`config.mk`:
```
export PLATFORM = sky130hd
export DESIGN_NAME = clamped_line_pixel_walker_flat
export DESIGN_NICKNAME = d
export VERILOG_FILES = /design/src/rtl/clpw_pkg.sv /design/src/rtl/clpw_seg_if.sv /design/src/rtl/clpw_pix_if.sv /design/src/rtl/clpw_setup.sv /design/src/rtl/clamped_line_pixel_walker.sv /design/src/flat_wrapper.sv
export SDC_FILE = /design/constraint.sdc
export NUM_CORES = 1
export LEC_CHECK = 0
export BUFFER_PORTS_ARGS = -buffer_cell sky130_fd_sc_hd__buf_2
export CORE_ASPECT_RATIO = 1.25
export CORE_MARGIN = 5
export CORE_UTILIZATION = 68
export DETAILED_ROUTE_END_ITERATION = 10
export PLACE_DENSITY = 0.88
export SYNTH_ARGS = -nofsm -noshare
export SYNTH_HDL_FRONTEND = slang
export SYNTH_HIERARCHICAL = 1
export SYNTH_SLANG_ARGS = --single-unit
```
`constraint.sdc`:
```
create_clock -name clk -period 19.11 [get_ports clk]
set_input_delay 5.733 -clock clk [delete_from_list [all_inputs] [get_ports clk]]
set_output_delay 5.733 -clock clk [all_outputs]
set_load 0.01 [all_outputs]
```
`src/rtl/clpw_pkg.sv`:
```
// shared types and constants for the clamped line pixel walker
package clpw_pkg;

    localparam int CFG_BITS   = 13;
    localparam int PIX_X_BITS = 15;
    localparam int PIX_Y_BITS = 12;
    localparam int COUNT_BITS = 13;

    localparam logic [CFG_BITS-1:0] WIDTH_RESET  = 13'd640;
    localparam logic [CFG_BITS-1:0] HEIGHT_RESET = 13'd480;

    localparam logic REG_IMAGE_WIDTH  = 1'b0;
    localparam logic REG_IMAGE_HEIGHT = 1'b1;

    typedef enum logic {
        FUNC_START = 1'b0,
        FUNC_STEP  = 1'b1
    } func_t;

    typedef struct packed {
        logic                  point_valid;
        logic [PIX_X_BITS-1:0] pixel_x;
        logic [PIX_Y_BITS-1:0] pixel_y;
        logic                  last_point;
        logic [COUNT_BITS-1:0] point_count;
    } result_t;

endpackage

```
`src/rtl/clpw_seg_if.sv`:
```
// segment command channel: function code and two endpoints
interface clpw_seg_if #(
    parameter int COORD_BITS = 16
);
    logic                         valid;
    logic                         ready;
    logic                         func;
    logic signed [COORD_BITS-1:0] start_x;
    logic signed [COORD_BITS-1:0] start_y;
    logic signed [COORD_BITS-1:0] end_x;
    logic signed [COORD_BITS-1:0] end_y;

    modport source (
        output valid, func, start_x, start_y, end_x, end_y,
        input  ready
    );

    modport sink (
        input  valid, func, start_x, start_y, end_x, end_y,
        output ready
    );
endinterface

```
`src/rtl/clpw_pix_if.sv`:
```
// pixel result channel
interface clpw_pix_if;
    logic                            valid;
    logic                            ready;
    logic                            point_valid;
    logic [clpw_pkg::PIX_X_BITS-1:0] pixel_x;
    logic [clpw_pkg::PIX_Y_BITS-1:0] pixel_y;
    logic                            last_point;
    logic [clpw_pkg::COUNT_BITS-1:0] point_count;

    modport source (
        output valid, point_valid, pixel_x, pixel_y, last_point, point_count,
        input  ready
    );

    modport sink (
        input  valid, point_valid, pixel_x, pixel_y, last_point, point_count,
        output ready
    );
endinterface

```
`src/rtl/clpw_setup.sv`:
```
// line setup: endpoint ordering, clamping, deltas, major axis and point count
module clpw_setup #(
    parameter int MAX_DIM    = 4096,
    parameter int COORD_BITS = 16
) (
    input  logic signed [COORD_BITS-1:0]                start_x,
    input  logic signed [COORD_BITS-1:0]                start_y,
    input  logic signed [COORD_BITS-1:0]                end_x,
    input  logic signed [COORD_BITS-1:0]                end_y,
    input  logic [clpw_pkg::CFG_BITS-1:0]               image_width,
    input  logic [clpw_pkg::CFG_BITS-1:0]               image_height,
    output logic [((COORD_BITS-1 > $clog2(MAX_DIM)) ?
                   COORD_BITS-1 : $clog2(MAX_DIM))-1:0] first_x,
    output logic [$clog2(MAX_DIM)-1:0]                  first_y,
    output logic [$clog2(MAX_DIM)-1:0]                  delta_x,
    output logic [$clog2(MAX_DIM)-1:0]                  delta_y,
    output logic                                        step_down,
    output logic                                        x_major,
    output logic [$clog2(MAX_DIM):0]                    point_count
);
    localparam int DIM_BITS = $clog2(MAX_DIM);
    localparam int XW = (COORD_BITS-1 > DIM_BITS) ? COORD_BITS-1 : DIM_BITS;
    localparam int SW = ((COORD_BITS > DIM_BITS+1) ? COORD_BITS : DIM_BITS+1) + 2;

    logic [31:0]          w_dim;
    logic [31:0]          h_dim;
    logic [31:0]          w_lim;
    logic [31:0]          h_lim;
    logic signed [SW-1:0] w_max;
    logic signed [SW-1:0] h_max;
    logic signed [SW-1:0] sx;
    logic signed [SW-1:0] sy;
    logic signed [SW-1:0] ex;
    logic signed [SW-1:0] ey;
    logic signed [SW-1:0] ax;
    logic signed [SW-1:0] ay;
    logic signed [SW-1:0] bx;
    logic signed [SW-1:0] by;
    logic signed [SW-1:0] dx;
    logic signed [SW-1:0] dy_raw;
    logic signed [SW-1:0] dy;
    logic signed [SW-1:0] cnt;

    always_comb
    begin
        w_dim = (image_width == '0) ? 32'd1 :
                ((32'(image_width) > MAX_DIM) ? 32'(MAX_DIM) : 32'(image_width));
        h_dim = (image_height == '0) ? 32'd1 :
                ((32'(image_height) > MAX_DIM) ? 32'(MAX_DIM) : 32'(image_height));
        w_lim = w_dim - 32'd1;
        h_lim = h_dim - 32'd1;
        w_max = {{(SW-DIM_BITS){1'b0}}, w_lim[DIM_BITS-1:0]};
        h_max = {{(SW-DIM_BITS){1'b0}}, h_lim[DIM_BITS-1:0]};

        sx = {{(SW-COORD_BITS){start_x[COORD_BITS-1]}}, start_x};
        sy = {{(SW-COORD_BITS){start_y[COORD_BITS-1]}}, start_y};
        ex = {{(SW-COORD_BITS){end_x[COORD_BITS-1]}}, end_x};
        ey = {{(SW-COORD_BITS){end_y[COORD_BITS-1]}}, end_y};

        if (ex < sx)
        begin
            ax = ex;
            ay = ey;
            bx = sx;
            by = sy;
        end
        else
        begin
            ax = sx;
            ay = sy;
            bx = ex;
            by = ey;
        end

        if (ax < 0)
            ax = '0;
        if (bx > w_max)
            bx = w_max;
        if (ay < 0)
            ay = '0;
        else if (ay > h_max)
            ay = h_max;
        if (by < 0)
            by = '0;
        else if (by > h_max)
            by = h_max;

        dx        = bx - ax;
        dy_raw    = by - ay;
        dy        = dy_raw[SW-1] ? -dy_raw : dy_raw;
        step_down = !(ay < by);
        x_major   = dx > dy;
        cnt       = (x_major ? dx : dy) + SW'(1);

        first_x     = ax[XW-1:0];
        first_y     = ay[DIM_BITS-1:0];
        // a left-going clamped line never steps x, so its x delta is held at zero
        delta_x     = (x_major || !dx[SW-1]) ? dx[DIM_BITS-1:0] : '0;
        delta_y     = dy[DIM_BITS-1:0];
        point_count = cnt[DIM_BITS:0];
    end
endmodule

```
`src/rtl/clamped_line_pixel_walker.sv`:
```
// top level of the clamped line pixel walker
// an accepted word is held in the input register until its result is registered
// throughput: one word per cycle while the pixel sink is ready, one result word per input word
// an input register and a result register decouple the two channels
// reset: asynchronous active-low, clears the line-active flag, the points-left count, pipeline valids and
// loads the image size registers with 640 by 480
module clamped_line_pixel_walker #(
    parameter int MAX_DIM    = 4096,
    parameter int COORD_BITS = 16
) (
    input  logic                          clk,
    input  logic                          rst_n,
    input  logic                          cfg_wr_en,
    input  logic                          cfg_index,
    input  logic [clpw_pkg::CFG_BITS-1:0] cfg_data,
    clpw_seg_if.sink                      seg,
    clpw_pix_if.source                    pixel
);
    localparam int DIM_BITS = $clog2(MAX_DIM);
    localparam int XW = (COORD_BITS-1 > DIM_BITS) ? COORD_BITS-1 : DIM_BITS;
    localparam int EW = DIM_BITS + 3;

    logic [clpw_pkg::CFG_BITS-1:0] width_reg;
    logic [clpw_pkg::CFG_BITS-1:0] height_reg;

    logic                         s1_valid_reg;
    logic                         s1_valid_next;
    logic                         s1_func_reg;
    logic signed [COORD_BITS-1:0] s1_sx_reg;
    logic signed [COORD_BITS-1:0] s1_sy_reg;
    logic signed [COORD_BITS-1:0] s1_ex_reg;
    logic signed [COORD_BITS-1:0] s1_ey_reg;

    logic                  line_active_reg;
    logic                  line_active_next;
    logic [XW-1:0]         cur_x_reg;
    logic [XW-1:0]         cur_x_next;
    logic [DIM_BITS-1:0]   cur_y_reg;
    logic [DIM_BITS-1:0]   cur_y_next;
    logic signed [EW-1:0]  err_acc_reg;
    logic signed [EW-1:0]  err_acc_next;
    logic [DIM_BITS-1:0]   delta_x_reg;
    logic [DIM_BITS-1:0]   delta_x_next;
    logic [DIM_BITS-1:0]   delta_y_reg;
    logic [DIM_BITS-1:0]   delta_y_next;
    logic                  step_down_reg;
    logic                  step_down_next;
    logic                  x_major_reg;
    logic                  x_major_next;
    logic [DIM_BITS-1:0]   points_left_reg;
    logic [DIM_BITS-1:0]   points_left_next;

    logic                  out_valid_reg;
    logic                  out_valid_next;
    clpw_pkg::result_t     out_reg;
    clpw_pkg::result_t     out_next;

    logic                  advance;
    logic                  accept;

    logic [XW-1:0]         su_x;
    logic [DIM_BITS-1:0]   su_y;
    logic [DIM_BITS-1:0]   su_dx;
    logic [DIM_BITS-1:0]   su_dy;
    logic                  su_down;
    logic                  su_xmaj;
    logic [DIM_BITS:0]     su_count;

    clpw_setup #(
        .MAX_DIM    (MAX_DIM),
        .COORD_BITS (COORD_BITS)
    ) u_setup (
        .start_x      (s1_sx_reg),
        .start_y      (s1_sy_reg),
        .end_x        (s1_ex_reg),
        .end_y        (s1_ey_reg),
        .image_width  (width_reg),
        .image_height (height_reg),
        .first_x      (su_x),
        .first_y      (su_y),
        .delta_x      (su_dx),
        .delta_y      (su_dy),
        .step_down    (su_down),
        .x_major      (su_xmaj),
        .point_count  (su_count)
    );

    assign advance   = s1_valid_reg && (!out_valid_reg || pixel.ready);
    assign accept    = seg.valid && seg.ready;
    assign seg.ready = !s1_valid_reg || advance;

    assign pixel.valid       = out_valid_reg;
    assign pixel.point_valid = out_reg.point_valid;
    assign pixel.pixel_x     = out_reg.pixel_x;
    assign pixel.pixel_y     = out_reg.pixel_y;
    assign pixel.last_point  = out_reg.last_point;
    assign pixel.point_count = out_reg.point_count;

    always_comb
    begin
        logic signed [EW-1:0] two_dx;
        logic signed [EW-1:0] two_dy;
        logic signed [EW-1:0] err_sum;
        logic [DIM_BITS-1:0]  y_step;
        logic [DIM_BITS-1:0]  left_dec;
        logic [31:0]          x_wide;
        logic [31:0]          y_wide;
        logic [31:0]          cnt_wide;

        two_dx   = {2'b00, delta_x_reg, 1'b0};
        two_dy   = {2'b00, delta_y_reg, 1'b0};
        y_step   = step_down_reg ? (cur_y_reg - DIM_BITS'(1)) : (cur_y_reg + DIM_BITS'(1));
        left_dec = points_left_reg - DIM_BITS'(1);
        err_sum  = '0;
        x_wide   = '0;
        y_wide   = '0;
        cnt_wide = '0;

        s1_valid_next    = accept ? 1'b1 : (advance ? 1'b0 : s1_valid_reg);
        line_active_next = line_active_reg;
        cur_x_next       = cur_x_reg;
        cur_y_next       = cur_y_reg;
        err_acc_next     = err_acc_reg;
        delta_x_next     = delta_x_reg;
        delta_y_next     = delta_y_reg;
        step_down_next   = step_down_reg;
        x_major_next     = x_major_reg;
        points_left_next = points_left_reg;
        out_valid_next   = advance ? 1'b1 : (pixel.ready ? 1'b0 : out_valid_reg);
        out_next         = out_reg;

        if (advance)
        begin
            if (s1_func_reg == clpw_pkg::FUNC_START)
            begin
                cur_x_next       = su_x;
                cur_y_next       = su_y;
                delta_x_next     = su_dx;
                delta_y_next     = su_dy;
                step_down_next   = su_down;
                x_major_next     = su_xmaj;
                err_acc_next     = su_xmaj ? -{3'b000, su_dx} : -{3'b000, su_dy};
                points_left_next = su_count[DIM_BITS-1:0] - DIM_BITS'(1);
                line_active_next = (su_count[DIM_BITS-1:0] - DIM_BITS'(1)) != '0;
                x_wide   = 32'(su_x);
                y_wide   = 32'(su_y);
                cnt_wide = 32'(su_count);
                out_next.point_valid = 1'b1;
                out_next.pixel_x     = x_wide[clpw_pkg::PIX_X_BITS-1:0];
                out_next.pixel_y     = y_wide[clpw_pkg::PIX_Y_BITS-1:0];
                out_next.last_point  = (su_count[DIM_BITS-1:0] - DIM_BITS'(1)) == '0;
                out_next.point_count = cnt_wide[clpw_pkg::COUNT_BITS-1:0];
            end
            else if (!line_active_reg || points_left_reg == '0)
            begin
                line_active_next = 1'b0;
                out_next         = '0;
            end
            else
            begin
                if (x_major_reg)
                begin
                    cur_x_next = cur_x_reg + XW'(1);
                    err_sum    = err_acc_reg + two_dy;
                    if (!err_sum[EW-1])
                    begin
                        cur_y_next   = y_step;
                        err_acc_next = err_sum - two_dx;
                    end
                    else
                        err_acc_next = err_sum;
                end
                else
                begin
                    cur_y_next = y_step;
                    err_sum    = err_acc_reg + two_dx;
                    if (!err_sum[EW-1])
                    begin
                        cur_x_next   = cur_x_reg + XW'(1);
                        err_acc_next = err_sum - two_dy;
                    end
                    else
                        err_acc_next = err_sum;
                end
                points_left_next = left_dec;
                line_active_next = left_dec != '0;
                x_wide = 32'(cur_x_next);
                y_wide = 32'(cur_y_next);
                out_next.point_valid = 1'b1;
                out_next.pixel_x     = x_wide[clpw_pkg::PIX_X_BITS-1:0];
                out_next.pixel_y     = y_wide[clpw_pkg::PIX_Y_BITS-1:0];
                out_next.last_point  = left_dec == '0;
                out_next.point_count = '0;
            end
        end
    end

    always_ff @(posedge clk or negedge rst_n)
    begin
        if (!rst_n)
        begin
            width_reg       <= clpw_pkg::WIDTH_RESET;
            height_reg      <= clpw_pkg::HEIGHT_RESET;
            s1_valid_reg    <= 1'b0;
            line_active_reg <= 1'b0;
            points_left_reg <= '0;
            out_valid_reg   <= 1'b0;
        end
        else
        begin
            if (cfg_wr_en)
            begin
                case (cfg_index)
                    clpw_pkg::REG_IMAGE_WIDTH:  width_reg  <= cfg_data;
                    clpw_pkg::REG_IMAGE_HEIGHT: height_reg <= cfg_data;
                    default: ;
                endcase
            end
            s1_valid_reg    <= s1_valid_next;
            line_active_reg <= line_active_next;
            points_left_reg <= points_left_next;
            out_valid_reg   <= out_valid_next;
        end
    end

    always_ff @(posedge clk)
    begin
        if (accept)
        begin
            s1_func_reg <= seg.func;
            s1_sx_reg   <= seg.start_x;
            s1_sy_reg   <= seg.start_y;
            s1_ex_reg   <= seg.end_x;
            s1_ey_reg   <= seg.end_y;
        end
        cur_x_reg     <= cur_x_next;
        cur_y_reg     <= cur_y_next;
        err_acc_reg   <= err_acc_next;
        delta_x_reg   <= delta_x_next;
        delta_y_reg   <= delta_y_next;
        step_down_reg <= step_down_next;
        x_major_reg   <= x_major_next;
        out_reg       <= out_next;
    end

    a_active_has_points: assert property (@(posedge clk) disable iff (!rst_n)
        line_active_reg |-> points_left_reg != '0)
        else $error("active line with no points left");

    a_empty_result_zero: assert property (@(posedge clk) disable iff (!rst_n)
        (out_valid_reg && !out_reg.point_valid) |->
        (out_reg.pixel_x == '0 && out_reg.pixel_y == '0 &&
         !out_reg.last_point && out_reg.point_count == '0))
        else $error("empty result carries nonzero fields");

    a_input_holds: assert property (@(posedge clk) disable iff (!rst_n)
        (s1_valid_reg && out_valid_reg && !pixel.ready) |=>
        (s1_valid_reg && $stable(s1_func_reg) && $stable(s1_sx_reg) && $stable(s1_ex_reg)))
        else $error("input register lost a word under stall");

    a_xmajor_step: assert property (@(posedge clk) disable iff (!rst_n)
        (advance && s1_func_reg == clpw_pkg::FUNC_STEP && line_active_reg && x_major_reg) |=>
        (cur_x_reg == $past(cur_x_reg) + XW'(1)))
        else $error("x-major step did not advance x");
endmodule

```
`src/flat_wrapper.sv`:
```
// flat-port wrapper written by rule: the top's interface ports become plain ports
module clamped_line_pixel_walker_flat 
#(
    parameter int MAX_DIM    = 4096,
    parameter int COORD_BITS = 16
)
  (clk, rst_n, cfg_wr_en, cfg_index, cfg_data, seg_valid, seg_func, seg_start_x, seg_start_y, seg_end_x, seg_end_y, seg_ready, pixel_valid, pixel_point_valid, pixel_pixel_x, pixel_pixel_y, pixel_last_point, pixel_point_count, pixel_ready);
  clpw_seg_if #(.COORD_BITS(COORD_BITS)) seg_i ();
  clpw_pix_if pixel_i ();
  input  logic clk;
  input  logic rst_n;
  input  logic cfg_wr_en;
  input  logic cfg_index;
  input  logic [clpw_pkg::CFG_BITS-1:0] cfg_data;
  input wire logic [$bits(seg_i.valid)-1:0] seg_valid;
  input wire logic [$bits(seg_i.func)-1:0] seg_func;
  input wire logic [$bits(seg_i.start_x)-1:0] seg_start_x;
  input wire logic [$bits(seg_i.start_y)-1:0] seg_start_y;
  input wire logic [$bits(seg_i.end_x)-1:0] seg_end_x;
  input wire logic [$bits(seg_i.end_y)-1:0] seg_end_y;
  output wire logic [$bits(seg_i.ready)-1:0] seg_ready;
  output wire logic [$bits(pixel_i.valid)-1:0] pixel_valid;
  output wire logic [$bits(pixel_i.point_valid)-1:0] pixel_point_valid;
  output wire logic [$bits(pixel_i.pixel_x)-1:0] pixel_pixel_x;
  output wire logic [$bits(pixel_i.pixel_y)-1:0] pixel_pixel_y;
  output wire logic [$bits(pixel_i.last_point)-1:0] pixel_last_point;
  output wire logic [$bits(pixel_i.point_count)-1:0] pixel_point_count;
  input wire logic [$bits(pixel_i.ready)-1:0] pixel_ready;
  assign seg_i.valid = seg_valid;
  assign seg_i.func = seg_func;
  assign seg_i.start_x = seg_start_x;
  assign seg_i.start_y = seg_start_y;
  assign seg_i.end_x = seg_end_x;
  assign seg_i.end_y = seg_end_y;
  assign seg_ready = seg_i.ready;
  assign pixel_valid = pixel_i.valid;
  assign pixel_point_valid = pixel_i.point_valid;
  assign pixel_pixel_x = pixel_i.pixel_x;
  assign pixel_pixel_y = pixel_i.pixel_y;
  assign pixel_last_point = pixel_i.last_point;
  assign pixel_point_count = pixel_i.point_count;
  assign pixel_i.ready = pixel_ready;
  clamped_line_pixel_walker #(.MAX_DIM(MAX_DIM), .COORD_BITS(COORD_BITS)) u_core (.clk(clk), .rst_n(rst_n), .cfg_wr_en(cfg_wr_en), .cfg_index(cfg_index), .cfg_data(cfg_data), .seg(seg_i), .pixel(pixel_i));
endmodule
```
==> flow_metrics.py <==
metrics = {
    "sta": {
        "maxSlewViolCount": 0,
        "period_minus_slack_ps": 13910,
        "tns_ps": 0,
        "fin_crit_sh": 0.728,
        "maxSlewHeadroom": 0.0885,
        "clock.fmax_mhz": 71.9,
        "worst_pin_slew_ps": 1360,
        "setup_viol": 0,
        "rsz0062_at_grt": "no",
        "hold_ws_ps": 501,
        "fin_worst_skew_ps": 34.0,
        "finalHoldViolations": 0,
    },
    "clock_network": {
        "clock_path_buffers": 3,
        "cts_buffers": 22,
        "cts_tree": "done",
        "hold_buffers": 0,
        "root_buffer": "clkbuf_16",
        "path_clk_slew_ps": 60,
        "clk_latency_ps": 540,
        "cts_setup_buffers": 0,
        "cts_resized": 0,
        "clock_sinks": 215,
        "htreeDepth": 1,
    },
    "floorplan": {
        "die_area_um2": 31000,
        "die_h_um": 196,
        "rows": 68,
        "fp.dieW_um": 158,
        "initial_core_util": 0.684,
        "core_area_um2": 27400,
        "pin_count": 128,
    },
    "grt": {
        "grt_pass1_wl_mm": 80.3,
        "antenna_found_initial": 0,
        "track_usage": 0.318,
        "grt_max_degree": 70,
        "grt-ovfl-total": 0,
        "grt_pass1_vias": 15700,
    },
    "cells_and_area": {
        "final_core_util": 0.741,
        "insertedDiodeCount": 0,
        "drive_above_1_share": 0.138,
        "final_cell_area_um2": 20300,
        "final_nets": 2391,
        "syn2layout_area_growth_pct": 8.33,
    },
    "setup_path": {
        "cp_max_fo": 57,
        "critPathKind": "flip-flop to flip-flop",
        "cp-start-kind": "flip-flop",
        "cp_slowest_cell": "buf_4",
        "slowest_delay_ps": 660,
        "endpoint_kind": "flip-flop",
        "critPathArrivalTime_ps": 14150,
        "worstPathRequired_ps": 19350,
        "path_delay_family": "compound AO/OA/AOI/OAI gates",
        "cpMostUsedCell": "ha_1",
        "crit_buf_inv": 7,
    },
    "synthesis": {
        "yosys_register_bits": 215,
        "synth_mux_area_frac": 0.0670,
        "synth_compound_area_frac": 0.187,
        "synth_edf_count": 174,
        "synth-simple-area-share": 0.178,
        "syn_area_um2": 18700,
        "synth_cells": 2034,
        "synth_cell_types": 108,
        "synth-async-reset-ratio": 0.191,
        "synth_xor_area_frac": 0.0686,
        "synth_area_per_cell_um2": 9.21,
        "synth-main-ff-cell": "edfxtp_1",
        "synth-seq-area-share": 0.334,
        "synth_top_family_by_area": "compound AO/OA/AOI/OAI gates",
        "ys_warn_count": 6,
        "synthAdderAreaFrac": 0.120,
    },
    "placed_design": {
        "hpwl_mm": 39.5,
        "place_area_um2": 19600,
        "place.gp.congestion": 0.988,
        "portBuffers": 127,
    },
    "detailed_routing": {
        "routedWlPerCell_um": 20.3,
        "via_per_inst": 6.51,
        "first_iter_violations": 1572,
        "ant_nets": 0,
        "first_pass_iters": 5,
        "vias": 16300,
        "route.detailed.drc": 0,
        "routed_wl_mm": 50.6,
    },
    "status": {
        "status": "finished clean",
    },
    "min_path": {
        "hold_path.class": "flip-flop to flip-flop",
    },
    "job": {
        "drv_cap": 0,
    },
}
-- cell families after synthesis --
logic type               Yosys count
flip-flops                       215
AO/OA/AOI/OAI                    511
XOR/XNOR                         146
other                              2
buffers and inverters            206
multiplexers                     118
adder cells (fa/ha/maj)          176
AND/OR/NAND/NOR                  660
-- layout by cell type, fill, tap and decap left out, types with 12 or more instances in the layout --
cell type / count
nand3b_1: 12
nand4_1: 19
nor2b_1: 36
mux2i_1: 59
ha_1: 169
o31a_1: 13
nor4_1: 17
nand3_1: 57
dfrtp_1: 35
nor3_1: 48
and3_1: 17
nand2_1: 160
a21oi_1: 137
xnor2_1: 88
buf_2: 127
o31ai_1: 16
or3_1: 18
o21a_1: 35
edfxtp_1: 174
mux2_2: 58
a211oi_1: 42
and2_1: 25
buf_4: 12
nor2_1: 171
nand2b_1: 21
o21ai_0: 75
a21o_1: 29
a31oi_1: 17
o21ai_1: 18
inv_1: 133
clkbuf_16: 22
xor2_1: 57
-- cells in the mapped netlist, drive strengths merged, types with 29 or more instances --
cell type  number  area share
o21a           36       0.015
a211oi         46       0.019
nand2         160       0.032
inv           135       0.027
a21oi         141       0.038
xor2           58       0.028
ha            169        0.11
xnor2          88       0.041
o21ai          93       0.025
a21o           29       0.012
nor3           53       0.016
nor2          175       0.035
mux2           59       0.035
clkbuf         44      0.0088
edfxtp        174        0.28
mux2i          59       0.032
nor2b          37       0.013
nand3          58       0.016
dfrtp          35       0.047
-- layer usage --
| metal | track usage | share of wire | vias up |
|---|---|---|---|
| met2 | 0.537 | 0.49 | 773 |
| met1 | 0.417 | 0.39 | 7654 |
| met3 | 0.0355 | 0.071 | 139 |
| li1 | - | - | 7686 |
| met5 | 0 | 0 | - |
| met4 | 0.125 | 0.042 | 0 |
-- final timing paths --
path | from | depth (start not counted) | slack [ps] | end
worst max-delay path | u_core/s1_sx_reg[15] | 55 | 5200 | u_core/err_acc_reg[14]
worst min-delay path | u_core/s1_valid_reg | 1 | 500 | u_core/pixel.valid
worst max register to register | u_core/s1_sx_reg[15] | 55 | 5200 | u_core/err_acc_reg[14]
worst min register to register | u_core/s1_valid_reg | 1 | 500 | u_core/pixel.valid
max in group asynchronous | rst_n | 1 | 13160 | u_core/height_reg[0]
min in group asynchronous | rst_n | 1 | 5340 | u_core/s1_valid_reg
-- final cells by class --
class	instances	area (µm²)
multi-input cells	1618	11700
fillers	1976	7100
flip-flops and latches	215	6260
repair buffers	139	726
clock buffers	31	624
inverters	135	507
well taps	350	438
clock inverters	9	63.8
-- metrics by stage --
stage          worst slack [ps]  cells
3_5_place_dp               5510   2457
3_3_place_gp               5950   2457
4_1_cts                    5440   2497
6_report                   5200   2497
5_1_grt                    4090   2497
2_1_floorplan              7370   2039
Power is not shown: default switching activity piles up to over one toggle a cycle in this logic, so the estimate is an artifact.
